===== config.mk =====
export PLATFORM = sky130hd
export DESIGN_NAME = non_negative_rate_of_change_unit
export DESIGN_NICKNAME = d
export VERILOG_FILES = /design/src/hdl/nnroc_pkg.sv /design/src/hdl/nnroc_ctrl.sv /design/src/hdl/nnroc_dp.sv /design/src/hdl/non_negative_rate_of_change_unit.sv
export VERILOG_INCLUDE_DIRS = /design/src /design/src/hdl
export SDC_FILE = /design/constraint.sdc
export NUM_CORES = 2
export LEC_CHECK = 0
export BUFFER_PORTS_ARGS = -buffer_cell sky130_fd_sc_hd__clkbuf_2
export CORE_UTILIZATION = 48
export CTS_CLUSTER_SIZE = 28
export DETAILED_ROUTE_END_ITERATION = 8
export PLACE_DENSITY = 0.7
export REMOVE_ABC_BUFFERS = 1
export SYNTH_ARGS = -nofsm -noshare
export SYNTH_HDL_FRONTEND = slang
export SYNTH_HIERARCHICAL = 1
export SYNTH_SLANG_ARGS = --single-unit

===== constraint.sdc =====
create_clock -name clk_i -period 8.53 [get_ports clk_i]
set_input_delay 1.2795 -clock clk_i [delete_from_list [all_inputs] [get_ports clk_i]]
set_output_delay 1.2795 -clock clk_i [all_outputs]
set_load 0.005 [all_outputs]

===== src/hdl/assert_macros.svh =====
// ----------------------------------------------------------------------------
// assert_macros: shared concurrent assertion helpers
// expects clk_i and rst_ni in the scope of use
// ----------------------------------------------------------------------------
`ifndef ASSERT_MACROS_SVH
`define ASSERT_MACROS_SVH

// same-cycle implication
`define ASSERT_IMPL(lbl, ante, cons) \
  lbl: assert property (@(posedge clk_i) disable iff (!rst_ni) (ante) |-> (cons)) \
    else $error("assertion failed");

// next-cycle implication
`define ASSERT_NEXT(lbl, ante, cons) \
  lbl: assert property (@(posedge clk_i) disable iff (!rst_ni) (ante) |=> (cons)) \
    else $error("assertion failed");

`endif


===== src/hdl/nnroc_pkg.sv =====
// ----------------------------------------------------------------------------
// nnroc_pkg
// widths, constants and control types of the rate of change unit
// ----------------------------------------------------------------------------
`timescale 1ns / 1ps

package nnroc_pkg;

  localparam int MetricW   = 48;
  localparam int TimeW     = 63;
  localparam int IntervalW = 64;
  localparam int FracW     = 16;
  localparam int ChunkW    = 16;
  localparam int NumChunks = IntervalW / ChunkW;
  localparam int ChunkIdxW = $clog2(NumChunks);
  localparam int PartW     = MetricW + ChunkW;
  localparam int ProdW     = MetricW + IntervalW;
  localparam int HiW       = ProdW - FracW - MetricW;
  localparam int CmpW      = (HiW > TimeW) ? HiW : TimeW;
  localparam int CntW      = $clog2(MetricW);
  localparam int InDataW   = ((MetricW + TimeW + 7) / 8) * 8;
  localparam int OutDataW  = ((MetricW + 7) / 8) * 8;

  localparam logic [IntervalW-1:0] IntervalReset = IntervalW'(65536);

  typedef struct packed {
    logic                 load_in;
    logic                 mul_load;
    logic                 acc_add;
    logic [ChunkIdxW-1:0] chunk_sel;
    logic                 div_init;
    logic                 div_step;
    logic                 out_load;
  } cmd_t;

  typedef struct packed {
    logic trivial;
    logic sat_hit;
    logic out_free;
  } sts_t;

endpackage


===== src/hdl/nnroc_ctrl.sv =====
// ----------------------------------------------------------------------------
// nnroc_ctrl
// sequencer for multiply, saturation check, division and result hand-off
// ----------------------------------------------------------------------------
`timescale 1ns / 1ps

module nnroc_ctrl (
  input  logic              clk_i,
  input  logic              rst_ni,
  input  logic              in_valid_i,
  output logic              in_ready_o,
  input  nnroc_pkg::sts_t   sts_i,
  output nnroc_pkg::cmd_t   cmd_o
);

  typedef enum logic [2:0] {
    StIdle,
    StMul,
    StCheck,
    StDiv,
    StFinish
  } state_e;

  state_e                       state_q;
  logic [nnroc_pkg::CntW-1:0]   cnt_q;

  always_ff @(posedge clk_i or negedge rst_ni) begin
    if (!rst_ni) begin
      state_q <= StIdle;
      cnt_q   <= '0;
    end else begin
      case (state_q)
        StIdle: begin
          cnt_q <= '0;
          if (in_valid_i) begin
            state_q <= StMul;
          end
        end
        StMul: begin
          if (cnt_q == '0 && sts_i.trivial) begin
            state_q <= StFinish;
          end else if (cnt_q == nnroc_pkg::CntW'(nnroc_pkg::NumChunks)) begin
            state_q <= StCheck;
          end else begin
            cnt_q <= cnt_q + 1'b1;
          end
        end
        StCheck: begin
          cnt_q <= '0;
          state_q <= sts_i.sat_hit ? StFinish : StDiv;
        end
        StDiv: begin
          if (cnt_q == nnroc_pkg::CntW'(nnroc_pkg::MetricW - 1)) begin
            state_q <= StFinish;
          end else begin
            cnt_q <= cnt_q + 1'b1;
          end
        end
        StFinish: begin
          if (sts_i.out_free) begin
            state_q <= StIdle;
          end
        end
        default: begin
          state_q <= StIdle;
        end
      endcase
    end
  end

  always_comb begin
    cmd_o           = '0;
    cmd_o.chunk_sel = nnroc_pkg::ChunkIdxW'(nnroc_pkg::NumChunks - 1)
                      - cnt_q[nnroc_pkg::ChunkIdxW-1:0];
    in_ready_o      = 1'b0;
    case (state_q)
      StIdle: begin
        in_ready_o    = 1'b1;
        cmd_o.load_in = in_valid_i;
      end
      StMul: begin
        cmd_o.mul_load = (cnt_q < nnroc_pkg::CntW'(nnroc_pkg::NumChunks));
        cmd_o.acc_add  = (cnt_q != '0);
      end
      StCheck: begin
        cmd_o.div_init = 1'b1;
      end
      StDiv: begin
        cmd_o.div_step = 1'b1;
      end
      StFinish: begin
        cmd_o.out_load = sts_i.out_free;
      end
      default: begin
        in_ready_o = 1'b0;
      end
    endcase
  end

endmodule


===== src/hdl/nnroc_dp.sv =====
// ----------------------------------------------------------------------------
// nnroc_dp
// sample history, chunked multiplier, restoring divider and output register
// ----------------------------------------------------------------------------
`timescale 1ns / 1ps
`include "assert_macros.svh"

module nnroc_dp (
  input  logic                            clk_i,
  input  logic                            rst_ni,
  input  nnroc_pkg::cmd_t                 cmd_i,
  output nnroc_pkg::sts_t                 sts_o,
  input  logic [nnroc_pkg::InDataW-1:0]   in_data_i,
  input  logic                            in_first_i,
  input  logic                            cfg_valid_i,
  input  logic [nnroc_pkg::IntervalW-1:0] cfg_data_i,
  output logic                            out_valid_o,
  input  logic                            out_ready_i,
  output logic [nnroc_pkg::OutDataW-1:0]  out_data_o,
  output logic                            out_sat_o
);

  localparam int MW = nnroc_pkg::MetricW;
  localparam int TW = nnroc_pkg::TimeW;

  logic [nnroc_pkg::IntervalW-1:0] interval_q;
  logic [MW-1:0]                   last_metric_q;
  logic [TW-1:0]                   last_time_q;

  logic [MW-1:0]                   diff_q;
  logic [TW-1:0]                   elapsed_q;
  logic                            trivial_q;
  logic                            sat_q;
  logic [nnroc_pkg::PartW-1:0]     part_q;
  logic [nnroc_pkg::ProdW-1:0]     acc_q;
  logic [TW-1:0]                   rem_q;
  logic [MW-1:0]                   quo_q;

  logic                            out_valid_q;
  logic [MW-1:0]                   out_rate_q;
  logic                            out_sat_q;

  logic [MW-1:0]                   cur_metric;
  logic [TW-1:0]                   cur_time;
  logic                            rising;
  logic                            later;
  logic [nnroc_pkg::ChunkW-1:0]    chunk;
  logic [nnroc_pkg::HiW-1:0]       num_hi;
  logic [nnroc_pkg::CmpW-1:0]      num_hi_ext;
  logic [nnroc_pkg::CmpW-1:0]      elapsed_ext;
  logic [TW:0]                     shifted;
  logic [TW:0]                     reduced;
  logic                            ge;

  assign cur_metric  = in_data_i[MW-1:0];
  assign cur_time    = in_data_i[MW +: TW];
  assign rising      = $signed(cur_metric) > $signed(last_metric_q);
  assign later       = cur_time > last_time_q;
  assign chunk       = interval_q[cmd_i.chunk_sel * nnroc_pkg::ChunkW +: nnroc_pkg::ChunkW];
  assign num_hi      = acc_q[nnroc_pkg::ProdW-1 -: nnroc_pkg::HiW];
  assign num_hi_ext  = nnroc_pkg::CmpW'(num_hi);
  assign elapsed_ext = nnroc_pkg::CmpW'(elapsed_q);
  assign shifted     = {rem_q, quo_q[MW-1]};
  assign reduced     = shifted - {1'b0, elapsed_q};
  assign ge          = shifted >= {1'b0, elapsed_q};

  assign sts_o.trivial  = trivial_q;
  assign sts_o.sat_hit  = num_hi_ext >= elapsed_ext;
  assign sts_o.out_free = !out_valid_q || out_ready_i;

  // control and history state
  always_ff @(posedge clk_i or negedge rst_ni) begin
    if (!rst_ni) begin
      interval_q    <= nnroc_pkg::IntervalReset;
      last_metric_q <= '0;
      last_time_q   <= '0;
      out_valid_q   <= 1'b0;
    end else begin
      if (cfg_valid_i) begin
        interval_q <= cfg_data_i;
      end
      if (cmd_i.load_in) begin
        last_metric_q <= cur_metric;
        last_time_q   <= cur_time;
      end
      if (cmd_i.out_load) begin
        out_valid_q <= 1'b1;
      end else if (out_ready_i) begin
        out_valid_q <= 1'b0;
      end
    end
  end

  // working registers
  always_ff @(posedge clk_i) begin
    if (cmd_i.load_in) begin
      diff_q    <= cur_metric - last_metric_q;
      elapsed_q <= cur_time - last_time_q;
      trivial_q <= in_first_i || !rising || !later;
      acc_q     <= '0;
    end
    if (cmd_i.mul_load) begin
      part_q <= diff_q * chunk;
    end
    if (cmd_i.acc_add) begin
      acc_q <= (acc_q << nnroc_pkg::ChunkW) + nnroc_pkg::ProdW'(part_q);
    end
    if (cmd_i.div_init) begin
      sat_q <= sts_o.sat_hit;
      rem_q <= num_hi_ext[TW-1:0];
      quo_q <= acc_q[nnroc_pkg::FracW +: MW];
    end
    if (cmd_i.div_step) begin
      rem_q <= ge ? reduced[TW-1:0] : shifted[TW-1:0];
      quo_q <= {quo_q[MW-2:0], ge};
    end
    if (cmd_i.out_load) begin
      if (trivial_q) begin
        out_rate_q <= '0;
        out_sat_q  <= 1'b0;
      end else if (sat_q) begin
        out_rate_q <= '1;
        out_sat_q  <= 1'b1;
      end else begin
        out_rate_q <= quo_q;
        out_sat_q  <= 1'b0;
      end
    end
  end

  assign out_valid_o = out_valid_q;
  assign out_data_o  = nnroc_pkg::OutDataW'(out_rate_q);
  assign out_sat_o   = out_sat_q;

  `ASSERT_IMPL(a_rem_below_divisor, cmd_i.div_step, rem_q < elapsed_q)
  `ASSERT_IMPL(a_divisor_nonzero, cmd_i.div_init, elapsed_q != '0)
  `ASSERT_IMPL(a_no_overwrite, cmd_i.out_load, !out_valid_q || out_ready_i)
  `ASSERT_NEXT(a_result_shown, cmd_i.out_load, out_valid_q)

endmodule


===== src/hdl/non_negative_rate_of_change_unit.sv =====
// ----------------------------------------------------------------------------
// non_negative_rate_of_change_unit
// Samples enter on the s_axis channel: tdata holds the signed metric (16
// fraction bits) and the timestamp in ticks, tuser the first-row flag.
// Each sample yields one result on m_axis: tdata the unsigned rate per
// interval (16 fraction bits), tuser the saturation flag.
// The interval register (unsigned, 16 fraction bits) is written on the cfg
// channel, which is always ready; write it only while the unit is idle.
// A rising sample runs from transfer to next ready through the 48x16 partial
// products, one saturation check, the one-bit-per-cycle restoring divider
// and the load of the output register, whose tvalid rises with its data.
// Saturating samples skip the divider; samples forced to zero skip both the
// multiplier and the divider.
// The result register lets a new sample be taken while a result waits;
// a stalled receiver holds the unit only once the next result is finished.
// Reset clears the history (metric 0, time 0), sets the interval to 1.0
// and drops any pending result.
// ----------------------------------------------------------------------------
`timescale 1ns / 1ps

module non_negative_rate_of_change_unit (
  input  logic                            clk_i,
  input  logic                            rst_ni,
  input  logic                            s_axis_tvalid,
  output logic                            s_axis_tready,
  // metric_value, sample_time, zero pad
  input  logic [nnroc_pkg::InDataW-1:0]   s_axis_tdata,
  // first_row
  input  logic                            s_axis_tuser,
  output logic                            m_axis_tvalid,
  input  logic                            m_axis_tready,
  // rate_value
  output logic [nnroc_pkg::OutDataW-1:0]  m_axis_tdata,
  // rate_saturated
  output logic                            m_axis_tuser,
  input  logic                            cfg_valid_i,
  output logic                            cfg_ready_o,
  input  logic [nnroc_pkg::IntervalW-1:0] cfg_data_i
);

  nnroc_pkg::cmd_t cmd;
  nnroc_pkg::sts_t sts;

  assign cfg_ready_o = 1'b1;

  nnroc_ctrl u_ctrl (
    .clk_i      (clk_i),
    .rst_ni     (rst_ni),
    .in_valid_i (s_axis_tvalid),
    .in_ready_o (s_axis_tready),
    .sts_i      (sts),
    .cmd_o      (cmd)
  );

  nnroc_dp u_dp (
    .clk_i       (clk_i),
    .rst_ni      (rst_ni),
    .cmd_i       (cmd),
    .sts_o       (sts),
    .in_data_i   (s_axis_tdata),
    .in_first_i  (s_axis_tuser),
    .cfg_valid_i (cfg_valid_i),
    .cfg_data_i  (cfg_data_i),
    .out_valid_o (m_axis_tvalid),
    .out_ready_i (m_axis_tready),
    .out_data_o  (m_axis_tdata),
    .out_sat_o   (m_axis_tuser)
  );

endmodule

==> results.sh <==
export IMPL_status="finished clean"
export IMPL_rsz0062_at_grt="no"
export IMPL_hold_buffers=0
export IMPL_pin_count=234
export IMPL_chipWidth_um=364
export IMPL_crit_path_end="u_dp/part_q[56]"
export IMPL_met2_usage_pct=40.6
export IMPL_finalSetupViolations=0
export IMPL_fp_dieH_um=364
export IMPL_grt_max_degree=144
export IMPL_synth_cells=6725
export IMPL_r2r_start="u_ctrl/cnt_q[0]"
export IMPL_maxCapViolCount=0
export IMPL_wl_per_cell_um=19.1
export IMPL_crit_path_start="u_ctrl/cnt_q[0]"
export IMPL_detail_route_antenna_nets=0
export IMPL_htreeDepth=3
export IMPL_finalHoldViolCount=0
export IMPL_drt_iter0_markers=3648
export IMPL_grt_antenna_before_repair=7
export IMPL_r2r_cells=25
export IMPL_io_buffers=231
export IMPL_clock_sinks=634
export IMPL_hold_class="flip-flop to flip-flop"
export IMPL_cts_root_buf="clkbuf_16"
export IMPL_ys_seq_area_share_pct=28.8
export IMPL_gr_usage_all_layers_pct=25.0
export IMPL_ys_ff_latch=634
export IMPL_clk_pin_slew_ns=0.05
export IMPL_synth_async_reset_ratio_pct=29.2
export IMPL_gr_max_usage_layer="met2"
export IMPL_postSynthAreaPerCell_sq_um=9.34
export IMPL_grt_pass1_wl_um=264000
export IMPL_drc=0
export IMPL_place_inst=8463
export IMPL_cp_required_ns=8.94
export IMPL_use_met1_pct=34.9
export IMPL_synth_cell_types=97
export IMPL_finalCriticalPeriod_ns=8.18
export IMPL_gr_usage_met3_pct=3.85
export IMPL_maxSlewHeadroom_pct=19.3
export IMPL_skew_ns=0.0441
export IMPL_startpoint_type="flip-flop"
export IMPL_routed_via_density=5.61
export IMPL_synth_edf_count=449
export IMPL_postCtsSetupBuffers=0
export IMPL_row_count=132
export IMPL_cp_max_fo=19
export IMPL_synth_top_area_share_pct=21.5
export IMPL_ys_flop_type="edfxtp_1"
export IMPL_layout_common_cells="inv_1, nand2_1, fa_1, edfxtp_1, ha_1"
export IMPL_mappedNetlistArea_sq_mm=0.0628
export IMPL_critPathKind="flip-flop to flip-flop"
export IMPL_tightest_slew_ns=1.20
export IMPL_cts_tree="built"
export IMPL_ys_warn_count=6
export IMPL_drive_gt1_share_pct=9.27
export IMPL_cp_arrival_ns=8.59
export IMPL_dpl_hpwl_um=126000
export IMPL_clock_path_buffers=3
export IMPL_cp_end_kind="flip-flop"
export IMPL_place_congestion=0.935
export IMPL_hold_ws_ns=0.504
export IMPL_r2r_setup_slack_ns=0.35
export IMPL_yosys_top_cells_area="edfxtp_1, fa_1, ha_1"
export IMPL_final_common_cell="inv_1"
export IMPL_syn_to_final_growth_pct=8.83
export IMPL_fin_util_pct=52.7
export IMPL_wl_um=164000
export IMPL_fillers=11600
export IMPL_cts_buffers=75
export IMPL_num_vias=48300
export IMPL_report_final_slew_viol_count=0
export IMPL_max_freq_mhz=122
export IMPL_synth_area_leader_cell="edfxtp_1"
export IMPL_grt_pass1_vias=48900
export IMPL_layoutNonFillerInstCount=8602
export IMPL_cts_resized=0
export IMPL_clk_latency_ns=0.68
export IMPL_r2r_end="u_dp/part_q[56]"
export IMPL_final_nets=8034
export IMPL_finalSetupTns_ns=0
export IMPL_dieArea_sq_mm=0.132
export IMPL_drt_pass1_iterations=6
export IMPL_start_util_pct=48.5
export IMPL_fin_crit_sh_pct=95.9
export IMPL_core_area_sq_mm=0.130
export IMPL_grt_overflow=0
-- cell type report --
cell class / instances / area, sq um / share of cell area, %
antenna: 1 / 2.50 / 0.00366
timing repair buffer: 325 / 2050 / 2.99
sequential: 634 / 18100 / 26.5
multi-input combinational: 4800 / 39900 / 58.3
inverter: 962 / 3610 / 5.28
tap: 1742 / 2180 / 3.19
clock inverter: 42 / 452 / 0.660
clock buffer: 96 / 2100 / 3.07
-- cells in the mapped netlist (39+ instances only) --
cell type  count
ha_1         408
xnor2_1      163
nor2_1       389
nor3_1        59
a31oi_1       40
o21a_1        50
a211oi_1      39
mux2_2       117
o21ai_0      308
xor2_1       109
o21bai_1      48
nand2b_1      52
nor2b_1       42
nand4_1       80
a21o_1       208
clkbuf_1     298
edfxtp_1     449
nand2_1      883
a21oi_1      390
fa_1         646
and2_1       288
nand3_1      111
dfrtp_1      184
inv_1        961
-- worst max-delay path: stages (launching register included) --
cell      delay [ns]
dfrtp_1         0.42
inv_2           0.15
buf_4           0.22
mux4_2          0.84
buf_12          0.28
nand2_1         0.08
fa_1            0.43
inv_1           0.08
fa_1            0.45
fa_1            0.56
fa_1            0.53
fa_1            0.54
inv_1           0.05
fa_1            0.54
inv_1           0.05
ha_1            0.32
a21o_1          0.23
or3_1           0.39
nor3_1          0.19
o22ai_1         0.17
a221oi_1        0.44
o21ai_1         0.15
nand2_1         0.13
buf_4           0.12
a211oi_1        0.09
o31ai_1         0.44
-- state kept, by name (all words and copies together) (netlist names), 3 cells and up --
register            cells
u_dp/rem_q             63
u_ctrl/state_q          3
u_dp/out_data_o        48
u_dp/last_time_q       63
u_dp/acc_q            112
u_dp/elapsed_ext       63
u_dp/quo_q             48
u_ctrl/cnt_q            6
u_dp/interval_q        64
u_dp/diff_q            48
u_dp/last_metric_q     48
u_dp/part_q            64
-- stage by stage --
stage                     instance area, sq um  setup slack (ns)
final                                    68400             0.348
after global routing                     68400            0.0165
after CTS                                68400             0.285
after detailed placement                 65800             0.307
after global placement                   65800             0.380
after floorplan                          61600            -0.772
-- kinds of logic after synthesis --
family / after synthesis / synth area share, %
xor gates and xnor gates: 272 / 3.79
muxes: 159 / 3.08
AOI/OAI and AO/OA: 1271 / 12.7
DFF: 634 / 28.8
buffers and inverters: 1291 / 7.77
adders and majority gates: 1054 / 28.7
and+or+nand+nor: 2043 / 15.1
other: 1 / 0.00597
-- worst min-delay path by stage --
| stage | from | end | slack, ns | depth (start not counted) |
|---|---|---|---|---|
| floorplan | u_dp/interval_q[32] | u_dp/interval_q[32] | 0.48 | 1 |
| global placement | u_dp/interval_q[47] | u_dp/interval_q[47] | 0.48 | 1 |
| detailed placement | u_dp/interval_q[43] | u_dp/interval_q[43] | 0.49 | 1 |
| CTS | u_dp/interval_q[43] | u_dp/interval_q[43] | 0.51 | 1 |
| global route | u_dp/interval_q[3] | u_dp/interval_q[3] | 0.52 | 1 |
| finish | u_dp/interval_q[43] | u_dp/interval_q[43] | 0.50 | 1 |
-- metal layers --
metal / routed length, um / vias to the layer above
li1: - / 22400
met1: 72400 / 23900
met2: 76600 / 1649
met3: 10700 / 298
met4: 4270 / 10
met5: 66 / -
Power is not shown: default switching activity piles up to over one toggle a cycle in this logic, so the estimate is an artifact.
